===== config.mk =====
export PLATFORM = sky130hd
export DESIGN_NAME = lcm_two_integers_top
export DESIGN_NICKNAME = d
export VERILOG_FILES = /design/src/design/lcmi_pkg.sv /design/src/design/lcmi_alu.sv /design/src/design/lcm_two_integers_top.sv
export SDC_FILE = /design/constraint.sdc
export NUM_CORES = 1
export LEC_CHECK = 0
export ABC_AREA = 1
export BUFFER_PORTS_ARGS = -buffer_cell sky130_fd_sc_hd__buf_4
export CAP_MARGIN = 20
export CORE_UTILIZATION = 40
export CTS_BUF_LIST = sky130_fd_sc_hd__clkbuf_8
export CTS_CLUSTER_DIAMETER = 40
export DETAILED_ROUTE_END_ITERATION = 8
export PLACE_DENSITY_LB_ADDON = 0.08
export SYNTH_ARGS = -nofsm -noshare
export SYNTH_HDL_FRONTEND = slang
export SYNTH_SLANG_ARGS = --single-unit

===== constraint.sdc =====
create_clock -name clk -period 7.2 [get_ports clk]
set_input_delay 0.36 -clock clk [delete_from_list [all_inputs] [get_ports clk]]
set_output_delay 0.36 -clock clk [all_outputs]
set_load 0.01 [all_outputs]

===== src/design/lcmi_pkg.sv =====
// ----------------------------------------------------------------------------
// LCM package
// Widths, shared-unit opcodes and the control and flag structs that pass
// between the sequencer and the shared add/subtract unit.
// ----------------------------------------------------------------------------
`default_nettype none

package lcmi_pkg;

  // Operand width of both inputs and width of the result.
  localparam int OPERAND_WIDTH = 16;
  localparam int RESULT_WIDTH  = 32;

  // The shared unit must hold a division remainder (one bit over the operand)
  // and the low word of the product.
  localparam int UNIT_WIDTH  = (OPERAND_WIDTH + 1 > RESULT_WIDTH) ?
                               OPERAND_WIDTH + 1 : RESULT_WIDTH;

  // Counter for common factors of two and for division and multiply steps.
  localparam int COUNT_WIDTH = $clog2(OPERAND_WIDTH + 1);

  typedef logic [OPERAND_WIDTH-1:0] operand_t;
  typedef logic [RESULT_WIDTH-1:0]  result_t;
  typedef logic [UNIT_WIDTH-1:0]    unit_word_t;

  // Shared unit opcodes.
  localparam logic ALU_ADD = 1'b0;
  localparam logic ALU_SUB = 1'b1;

  typedef struct packed {
    logic op;
  } alu_ctrl_t;

  typedef struct packed {
    logic carry;  // carry out; on subtract, set when x >= y
    logic zero;   // result is all zeros
  } alu_flags_t;

endpackage

`default_nettype wire


===== src/design/lcmi_alu.sv =====
// ----------------------------------------------------------------------------
// LCM shared arithmetic unit
// One add/subtract with carry and zero flags, used by the GCD, division and
// multiply phases: GCD compare and subtract, trial subtract, product sum.
// ----------------------------------------------------------------------------
`default_nettype none

module lcmi_alu (
  input  lcmi_pkg::unit_word_t x,
  input  lcmi_pkg::unit_word_t y,
  input  lcmi_pkg::alu_ctrl_t  ctrl,
  output lcmi_pkg::unit_word_t res,
  output lcmi_pkg::alu_flags_t flags
);
  import lcmi_pkg::*;

  logic [UNIT_WIDTH:0] sum;
  unit_word_t          y_op;

  // Subtract is done as x plus the inverted y plus one.
  assign y_op = (ctrl.op == ALU_SUB) ? ~y : y;
  assign sum  = {1'b0, x} + {1'b0, y_op} + {{UNIT_WIDTH{1'b0}}, (ctrl.op == ALU_SUB)};

  assign res         = sum[UNIT_WIDTH-1:0];
  assign flags.carry = sum[UNIT_WIDTH];
  assign flags.zero  = (sum[UNIT_WIDTH-1:0] == '0);

endmodule

`default_nettype wire


===== src/design/lcm_two_integers_top.sv =====
// ----------------------------------------------------------------------------
// Least common multiple of two integers
// Binary GCD, restoring division and shift-add multiply on one shared unit.
// ----------------------------------------------------------------------------
// An item is taken when start is high and busy is low. If either operand is
// zero, the result 0 appears on the cycle after the transfer and busy stays
// low. Otherwise busy rises for the whole computation. First comes a binary
// GCD loop, one compare or subtract a cycle, which ends when the two values
// are equal. Next the common factors of two are restored. For W-bit operands
// there follow W steps of restoring division of the first operand by the GCD
// and W steps of shift-add multiply by the second operand. The GCD, division
// and multiply phases all run on the single shared add/subtract unit. The
// result is shown for exactly one cycle with out_valid and is not held: the
// receiver must take it then. Only the low 32 bits of the multiple are given.
// ----------------------------------------------------------------------------
`default_nettype none

module lcm_two_integers_top (
  input  wire                    clk,
  input  wire                    rst_n,
  input  wire                    start,
  output logic                   busy,
  input  lcmi_pkg::operand_t     in_first_value,
  input  lcmi_pkg::operand_t     in_second_value,
  output logic                   out_valid,
  output lcmi_pkg::result_t      out_multiple
);
  import lcmi_pkg::*;

  localparam int OW = OPERAND_WIDTH;
  localparam int RW = RESULT_WIDTH;

  // Sequencer states.
  localparam logic [2:0] S_IDLE  = 3'd0;
  localparam logic [2:0] S_GCD   = 3'd1;
  localparam logic [2:0] S_ALIGN = 3'd2;
  localparam logic [2:0] S_DIV   = 3'd3;
  localparam logic [2:0] S_MUL   = 3'd4;

  localparam logic [COUNT_WIDTH-1:0] LAST_STEP = COUNT_WIDTH'(OW - 1);

  logic [2:0]             state_r, state_nxt;
  operand_t               a_r, a_nxt;
  operand_t               b_r, b_nxt;
  operand_t               q_r, q_nxt;
  logic [OW:0]            rem_r, rem_nxt;
  logic [COUNT_WIDTH-1:0] k_r, k_nxt;
  logic [COUNT_WIDTH-1:0] cnt_r, cnt_nxt;
  unit_word_t             acc_r, acc_nxt;
  result_t                mcand_r, mcand_nxt;
  logic                   out_valid_r, out_valid_nxt;
  result_t                out_multiple_r, out_multiple_nxt;

  unit_word_t             alu_x, alu_y, alu_res;
  alu_ctrl_t              alu_ctrl;
  alu_flags_t             alu_flags;
  logic [OW:0]            rem_shift;
  logic                   accept;

  assign accept    = start && (state_r == S_IDLE);
  assign rem_shift = {rem_r[OW-1:0], q_r[OW-1]};

  // Operand selection for the shared unit.
  always_comb begin
    alu_x       = unit_word_t'(a_r);
    alu_y       = unit_word_t'(b_r);
    alu_ctrl.op = ALU_SUB;
    unique case (state_r)
      S_DIV: begin
        alu_x = unit_word_t'(rem_shift);
        alu_y = unit_word_t'(a_r);
      end
      S_MUL: begin
        alu_x       = acc_r;
        alu_y       = q_r[0] ? unit_word_t'(mcand_r) : '0;
        alu_ctrl.op = ALU_ADD;
      end
      default: begin
        alu_x = unit_word_t'(a_r);
      end
    endcase
  end

  lcmi_alu u_alu (
    .x     (alu_x),
    .y     (alu_y),
    .ctrl  (alu_ctrl),
    .res   (alu_res),
    .flags (alu_flags)
  );

  // Sequencer and datapath next values.
  always_comb begin
    state_nxt        = state_r;
    a_nxt            = a_r;
    b_nxt            = b_r;
    q_nxt            = q_r;
    rem_nxt          = rem_r;
    k_nxt            = k_r;
    cnt_nxt          = cnt_r;
    acc_nxt          = acc_r;
    mcand_nxt        = mcand_r;
    out_valid_nxt    = 1'b0;
    out_multiple_nxt = out_multiple_r;
    unique case (state_r)
      S_IDLE: begin
        if (accept) begin
          a_nxt     = in_first_value;
          b_nxt     = in_second_value;
          q_nxt     = in_first_value;
          k_nxt     = '0;
          acc_nxt   = '0;
          mcand_nxt = result_t'(in_second_value);
          if ((in_first_value == '0) || (in_second_value == '0)) begin
            out_valid_nxt    = 1'b1;
            out_multiple_nxt = '0;
          end else begin
            state_nxt = S_GCD;
          end
        end
      end
      // Binary GCD: strip factors of two, subtract the smaller odd value.
      S_GCD: begin
        priority if (alu_flags.zero) begin
          state_nxt = S_ALIGN;
        end else if (!a_r[0] && !b_r[0]) begin
          a_nxt = a_r >> 1;
          b_nxt = b_r >> 1;
          k_nxt = k_r + 1'b1;
        end else if (!a_r[0]) begin
          a_nxt = a_r >> 1;
        end else if (!b_r[0]) begin
          b_nxt = b_r >> 1;
        end else if (alu_flags.carry) begin
          a_nxt = alu_res[OW:1];
        end else begin
          a_nxt = b_r;
          b_nxt = a_r;
        end
      end
      // Put the common factors of two back into the GCD.
      S_ALIGN: begin
        if (k_r == '0) begin
          rem_nxt   = '0;
          cnt_nxt   = '0;
          state_nxt = S_DIV;
        end else begin
          a_nxt = a_r << 1;
          k_nxt = k_r - 1'b1;
        end
      end
      // Restoring division of the first operand by the GCD.
      S_DIV: begin
        if (alu_flags.carry) begin
          rem_nxt = alu_res[OW:0];
          q_nxt   = {q_r[OW-2:0], 1'b1};
        end else begin
          rem_nxt = rem_shift;
          q_nxt   = {q_r[OW-2:0], 1'b0};
        end
        if (cnt_r == LAST_STEP) begin
          cnt_nxt   = '0;
          state_nxt = S_MUL;
        end else begin
          cnt_nxt = cnt_r + 1'b1;
        end
      end
      // Shift-add multiply of the quotient by the second operand.
      S_MUL: begin
        acc_nxt   = alu_res;
        q_nxt     = q_r >> 1;
        mcand_nxt = mcand_r << 1;
        if (cnt_r == LAST_STEP) begin
          out_valid_nxt    = 1'b1;
          out_multiple_nxt = alu_res[RW-1:0];
          state_nxt        = S_IDLE;
        end else begin
          cnt_nxt = cnt_r + 1'b1;
        end
      end
      default: begin
        state_nxt = S_IDLE;
      end
    endcase
  end

  // Control registers.
  always_ff @(posedge clk) begin
    if (!rst_n) begin
      state_r     <= S_IDLE;
      out_valid_r <= 1'b0;
    end else begin
      state_r     <= state_nxt;
      out_valid_r <= out_valid_nxt;
    end
  end

  // Datapath registers.
  always_ff @(posedge clk) begin
    a_r            <= a_nxt;
    b_r            <= b_nxt;
    q_r            <= q_nxt;
    rem_r          <= rem_nxt;
    k_r            <= k_nxt;
    cnt_r          <= cnt_nxt;
    acc_r          <= acc_nxt;
    mcand_r        <= mcand_nxt;
    out_multiple_r <= out_multiple_nxt;
  end

  assign busy         = (state_r != S_IDLE);
  assign out_valid    = out_valid_r;
  assign out_multiple = out_multiple_r;

endmodule

`default_nettype wire


Yosys cells after proc, flatten, opt, wreduce, memory -nomap -nowiden --
Cells that the tools add are included.
Word-level totals: output and inout port bits 34, register bits 174, bits of input ports 35
Cells by class: bitwise operators 1, multiplexer cells 53, reductions and logical operators 28, eq/ne operators 19, add/subtract/negate cells 5
Operators by type and width (count):
- $pmux W32 S2 | 5
- $mux W16 | 15
- $mux W32 | 7
- $pmux W16 S3 | 2
- $pmux W16 S2 | 2
- $mux W5 | 7
- $add A32 B32 Y33 | 1
- $add A33 B1 Y33 | 1
- $logic_not A16 Y1 | 2
- $logic_not A32 Y1 | 1
- $not A32 Y32 | 1
- $pmux W5 S3 | 2
- $ne A2 B2 Y1 const B | 10
- $mux W3 | 6
- $pmux W3 S5 | 1
- $reduce_and A5 Y1 | 3
- $reduce_and A4 Y1 | 3
- $reduce_bool A3 Y1 | 4
- $add A5 B1 Y5 const B | 2
- $ne A4 B4 Y1 const B | 2
- $eq A3 B2 Y1 const B | 2
- $reduce_and A2 Y1 | 3
- $reduce_and A6 Y1 | 1
- $reduce_bool A2 Y1 | 3
- 14 further kinds | 20

Logic depth before layout (Yosys ltp) --
word-level depth 12, depth in mapped cells 32, mapped depth without buffers 31

Hierarchy --
Synthesis repeated with hierarchy kept, for this count alone.
Second synthesis, totals: cells, all modules 1494, area, all modules 11697.5 um2
By module, submodules not included:
- lcm_two_integers_top | cells an instance 905, area an instance 8714.6 um2, times used 1, seq. area each 5185.0 um2
- lcmi_alu | cells an instance 589, area an instance 2982.9 um2, times used 1, seq. area each 0.0 um2

Least setup slack after synthesis --
Ideal clock, no wire load.
path type reg2reg, start point register state_r[1], end point register b_r[10], enable pin, setup slack 2.933 ns, buffers on the path 2, stages on the path, launching flop included 27, arrival 3.880 ns, period minus slack after synthesis 4.267 ns, cell sequence dfxtp_1 -> buf_2 -> nor2_4 -> nand2_4 -> inv_2 -> clkbuf_1 -> nand2_1 -> o21ai_0 -> o21ai_0 -> xor2_1 -> inv_1 -> ha_1 -> a21oi_1 -> o21ai_0 -> a21boi_0 -> o21ai_0 -> nor2_1 -> nand3_1 -> nand2_1 -> inv_1 -> nand2_1 -> nor2_1 -> nand2_1 -> nor2_1 -> nand3_1 -> nand3_1 -> nor2_1
On the way: longest elaborated chain between the ends 9, elaborated cells between the ends (all ways) 19, classes of those cells 2 x add/sub; 7 x eq/ne; 4 x mux; 1 x bitwise; 5 x reduce/logical
Ends and longest elaborated chain:
- start, declared | line lcm_two_integers_top.sv:42 | logic [2:0] state_r, state_nxt;
- start signal, assigned | line lcm_two_integers_top.sv:193 | state_r <= state_nxt;
- $eq A3 B3 Y1 or $eq A3 B2 Y1 (tied branches) | line lcm_two_integers_top.sv:68 | unique case (state_r)
- $pmux W32 S2 | line lcm_two_integers_top.sv:68
- $not A32 Y32 | line lcmi_alu.sv:21 | assign y_op = (ctrl.op == ALU_SUB) ? ~y : y;
- $mux W32 | line lcmi_alu.sv:21
- $add A32 B32 Y33 | line lcmi_alu.sv:22 | assign sum = {1'b0, x} + {1'b0, y_op} + {{UNIT_WIDTH{1'b0}}, (ctrl.op == ALU_SUB)};
- $add A33 B1 Y33 | line lcmi_alu.sv:22
- $logic_not A32 Y1 | line lcmi_alu.sv:26 | assign flags.zero = (sum[UNIT_WIDTH-1:0] == '0);
- $ne A2 B2 Y1 (no line)
- $reduce_and A5 Y1 (no line) *
- end signal, assigned | line lcm_two_integers_top.sv:201 | b_r <= b_nxt;
- end, declared | line lcm_two_integers_top.sv:44 | operand_t b_r, b_nxt;
Mark *: on every way between the ends. The rest lies on a longest branch, timed or not. A chain may end at the register's enable or synchronous reset.

Worst setup path in the final report --
start point register state_r[1], end point register a_r[1], enable pin
On the way: longest elaborated chain between the ends 9, elaborated cells between the ends (all ways) 20, classes of those cells 2 x add/sub; 8 x eq/ne; 4 x mux; 1 x bitwise; 5 x reduce/logical
Ends and longest elaborated chain:
- $eq A3 B3 Y1 or $eq A3 B2 Y1 (tied branches) | line lcm_two_integers_top.sv:68
- $pmux W32 S2 | line lcm_two_integers_top.sv:68
- $not A32 Y32 | line lcmi_alu.sv:21
- $mux W32 | line lcmi_alu.sv:21
- $add A32 B32 Y33 | line lcmi_alu.sv:22
- $add A33 B1 Y33 | line lcmi_alu.sv:22
- $logic_not A32 Y1 | line lcmi_alu.sv:26
- $ne A2 B2 Y1 (no line)
- $reduce_and A5 Y1 (no line) *
- end signal, assigned | line lcm_two_integers_top.sv:200 | a_r <= a_nxt;
- end, declared | line lcm_two_integers_top.sv:43 | operand_t a_r, a_nxt;
Marks and branches as above.

==> run_results.csv <==
group,metric,value,unit
clocking,tritoncts_buffers,17,
logic_synthesis,ys_seq_area_frac,0.4676,
logic_synthesis,post_synth_instance_area,11090,um2
routing,detail_route.first_pass.iterations,7,
worst_hold_path,timing.hold.worst_endpoint,"state_r[1]$_SDFFE_PN0P_",
timing,timing.final.crit_share,0.7824,
cells_and_area,ff_latch_area,5185,um2
timing,finalWorstPathRequiredPeriod,5.633,ns
timing,tns,0,ns
cells_and_area,area.growth.synth_to_final,12.48,%
status,outcome,"completed",
critical_path,end_kind,"flop",
routing,detail_route.vias_per_cell,5.360,
critical_path,regToRegSetupSlack,1.57,ns
timing,finClkSkew,0.02269,ns
clocking,cts_hold_buf,0,
clocking,post-cts-setup-buffer-count,0,
floorplan,core.rowCount,60,
global_routing,global_route_wire_length_before_repair,56430,um
logic_synthesis,synth.area.top_cells,"sky130_fd_sc_hd__edfxtp_1, sky130_fd_sc_hd__nand2_1, sky130_fd_sc_hd__inv_1",
floorplan,fp.dieH,168.5,um
clocking,ctsResizeCount,0,
critical_path,reg2regPathDepth,25,
timing,final-setup-viol-count,0,
clocking,tritoncts,"built",
logic_synthesis,postSynthAreaPerCell,7.960,um2
placed_design,place_congestion,1.016,
timing,finalHoldViolCount,0,
routing,avgRoutedWirePerCell,20.09,um
logic_synthesis,synth_edf_count,170,
critical_path,startpoint_type,"flop",
timing,maxClockFrequency,177.5,MHz
flow_run,max-cap-violations,0,
logic_synthesis,post-synth-top-area-fraction,0.4604,
timing,slew_at_the_pin_closest_to_its_max_slew_limit,0.9229,ns
logic_synthesis,synth_most_common_cell,"sky130_fd_sc_hd__nand2_1",
cells_and_area,layout.filler_cells,2758,
clocking,cts-htree-levels,4,
logic_synthesis,synth_ff_type,"sky130_fd_sc_hd__edfxtp_1",
logic_synthesis,synth.yosys.warnings,0,
routing,postRouteAntennaNets,0,
worst_hold_path,whs_path_depth,3,
critical_path,worstPathRequired,7.45,ns
clocking,clock_latency,0.49,ns
cells_and_area,number_of_nets_at_the_end_of_the_flow,1527,
routing,num_vias,9852,
floorplan,start_util,0.4091,
critical_path,worst-path-max-fanout,17,
critical_path,worst_ep_arrival_time,5.88,ns
critical_path,startpoint_of_the_most_critical_register_to_register_path,"state_r[1]$_SDFFE_PN0P_",
clocking,cts_sinks,174,
routing,detail_route.wirelength,36920,um
routing,dr.first_iter.drc_count,1131,
critical_path,critical_path_class,"flop to flop",
logic_synthesis,synth_seq_cells,174,
clocking,max-clock-path-buffers,2,
placed_design,detailedPlacementHpwl,27980,um
logic_synthesis,syn-instance-count,1393,
logic_synthesis,ys_async_rst_share,0,
global_routing,grt_max_degree,65,
floorplan,die_x,168.5,um
critical_path,timing.rr.end,"a_r[1]$_DFFE_PP_",
floorplan,top_level_ports,69,
clocking,root_buffer,"sky130_fd_sc_hd__clkbuf_8",
logic_synthesis,synth_top_cells_by_count,"sky130_fd_sc_hd__nand2_1, sky130_fd_sc_hd__inv_1, sky130_fd_sc_hd__edfxtp_1",
global_routing,globalRouteTotalUtil,0.2663,
floorplan,floorplan.die_area,28390,um2
cells_and_area,drive_above_1_share,0.09829,
logic_synthesis,count_of_different_cell_masters_after_synthesis,51,
logic_synthesis,synth_nets,1468,
timing,grt_setup_unrepaired,"no",
global_routing,initial_antenna_violation_count,1,
timing,worst_slew_margin_rel,0.3840,
clocking,clkTransAtPathRegs,0.12,ns
routing,drt_drc_violations_left,0,
timing,maxSlewViolCount,0,
logic_synthesis,yosys.area.top_type,"sky130_fd_sc_hd__edfxtp_1",
worst_hold_path,min-delay-path-class,"input port to flop",
floorplan,core_area,27100,um2
global_routing,grt-ovfl-total,0,
cells_and_area,footprint_of_the_multi_input_gates,4938,um2
placed_design,numPortBuffers,68,
global_routing,first_global_vias,9409,
worst_hold_path,holdCritStartpoint,"rst_n",
==> routing by layer <==
| metal | part of all wire | vias up | routed length, um | track usage |
|---|---|---|---|---|
| met2 | 0.42 | 364 | 15660 | 0.3875 |
| met3 | 0.064 | 57 | 2346 | 0.05331 |
| met4 | 0.028 | 0 | 1024 | 0.08893 |
| met5 | 0 | - | 0 | 0 |
| li1 | - | 4797 | - | - |
| met1 | 0.48 | 4634 | 17890 | 0.3932 |
==> flip-flops by register name, indices dropped and copies added (netlist names) <==
| signal | cells |
|---|---|
| rem_r | 16 |
| b_r | 16 |
| state_r | 3 |
| a_r | 16 |
| out_multiple | 32 |
| q_r | 16 |
| acc_r | 32 |
| mcand_r | 32 |
| k_r | 5 |
| out_valid | 1 |
| cnt_r | 5 |
==> worst max-delay path by stage <==
stage / startpoint / to / cells past startpoint
after global routing: state_r[1]$_SDFFE_PN0P_ / a_r[1]$_DFFE_PP_ / 27
after CTS: state_r[1]$_SDFFE_PN0P_ / a_r[1]$_DFFE_PP_ / 26
after floorplan: state_r[1]$_SDFFE_PN0P_ / b_r[10]$_DFFE_PP_ / 26
final: state_r[1]$_SDFFE_PN0P_ / a_r[1]$_DFFE_PP_ / 25
after global placement: state_r[1]$_SDFFE_PN0P_ / a_r[5]$_DFFE_PP_ / 25
after detailed placement: state_r[1]$_SDFFE_PN0P_ / a_r[5]$_DFFE_PP_ / 26
==> area by class of cell <==
cell class / instances / area share
Multi-Input combinational cell: 963 / 0.3960
Tap cell: 372 / 0.03732
Sequential cell: 174 / 0.4157
Clock inverter: 15 / 0.01565
Timing Repair Buffer: 88 / 0.05377
Antenna cell: 1 / 0.0002006
Clock buffer: 17 / 0.01876
Inverter: 208 / 0.06260
==> metrics by stage <==
stage               utilization  area (um2)  setup slack (ns)  hold WS, ns  instances
finish                   0.4602       12470             1.567       0.1072       1838
global route             0.4601       12470             1.135      0.08277       1837
CTS                      0.4599       12460             1.648      0.08759       1836
detailed placement       0.4441       12040             1.667       0.5499       1804
global placement         0.4438       12030             1.298       0.5408       1803
floorplan                     -       11090             2.933       0.4808       1393
==> critical path, stage by stage (launching register included) <==
cell,delay (ns)
sky130_fd_sc_hd__dfxtp_1,0.54
sky130_fd_sc_hd__nand3_2,0.45
sky130_fd_sc_hd__buf_4,0.37
sky130_fd_sc_hd__clkinv_1,0.07
sky130_fd_sc_hd__buf_4,0.23
sky130_fd_sc_hd__a21oi_1,0.09
sky130_fd_sc_hd__o21ai_0,0.07
sky130_fd_sc_hd__o21ai_0,0.14
sky130_fd_sc_hd__xor2_1,0.16
sky130_fd_sc_hd__inv_1,0.13
sky130_fd_sc_hd__fa_1,0.41
sky130_fd_sc_hd__inv_1,0.07
sky130_fd_sc_hd__nor2_1,0.11
sky130_fd_sc_hd__nor2_1,0.08
sky130_fd_sc_hd__o21ai_0,0.57
sky130_fd_sc_hd__nand2_1,0.15
sky130_fd_sc_hd__nand2_1,0.15
sky130_fd_sc_hd__nand2_1,0.06
sky130_fd_sc_hd__nand2_1,0.15
sky130_fd_sc_hd__xor2_1,0.43
sky130_fd_sc_hd__nand4_1,0.14
sky130_fd_sc_hd__nor2_1,0.11
sky130_fd_sc_hd__nand3_1,0.18
sky130_fd_sc_hd__nand3_2,0.15
sky130_fd_sc_hd__nor2_1,0.12
sky130_fd_sc_hd__buf_4,0.22
==> cells by family (layout without fill, tap and decap cells) <==
family / Yosys count / count (layout) / share of synthesized area
buffers and inverters: 256 / 328 / 0.08768
adders and majority gates: 40 / 40 / 0.04649
xor gates and xnor gates: 21 / 21 / 0.01862
other: 0 / 1 / 0
AOI/OAI and AO/OA: 253 / 253 / 0.1336
and+or+nand+nor: 649 / 649 / 0.2460
DFF: 174 / 174 / 0.4676
==> cells in the final DEF, fill, tap and decap left out, types with 17 or more instances in the layout <==
master and n:
sky130_fd_sc_hd__nor2_1 163, sky130_fd_sc_hd__nor3_1 17, sky130_fd_sc_hd__ha_1 38, sky130_fd_sc_hd__inv_1 202
sky130_fd_sc_hd__nand3_1 74, sky130_fd_sc_hd__edfxtp_1 170, sky130_fd_sc_hd__a21oi_1 75, sky130_fd_sc_hd__o21ai_0 98
sky130_fd_sc_hd__o211ai_1 24, sky130_fd_sc_hd__nand2_1 343, sky130_fd_sc_hd__buf_4 86, sky130_fd_sc_hd__clkbuf_8 17
Power is not shown: default switching activity piles up to over one toggle a cycle in this logic, so the estimate is an artifact.
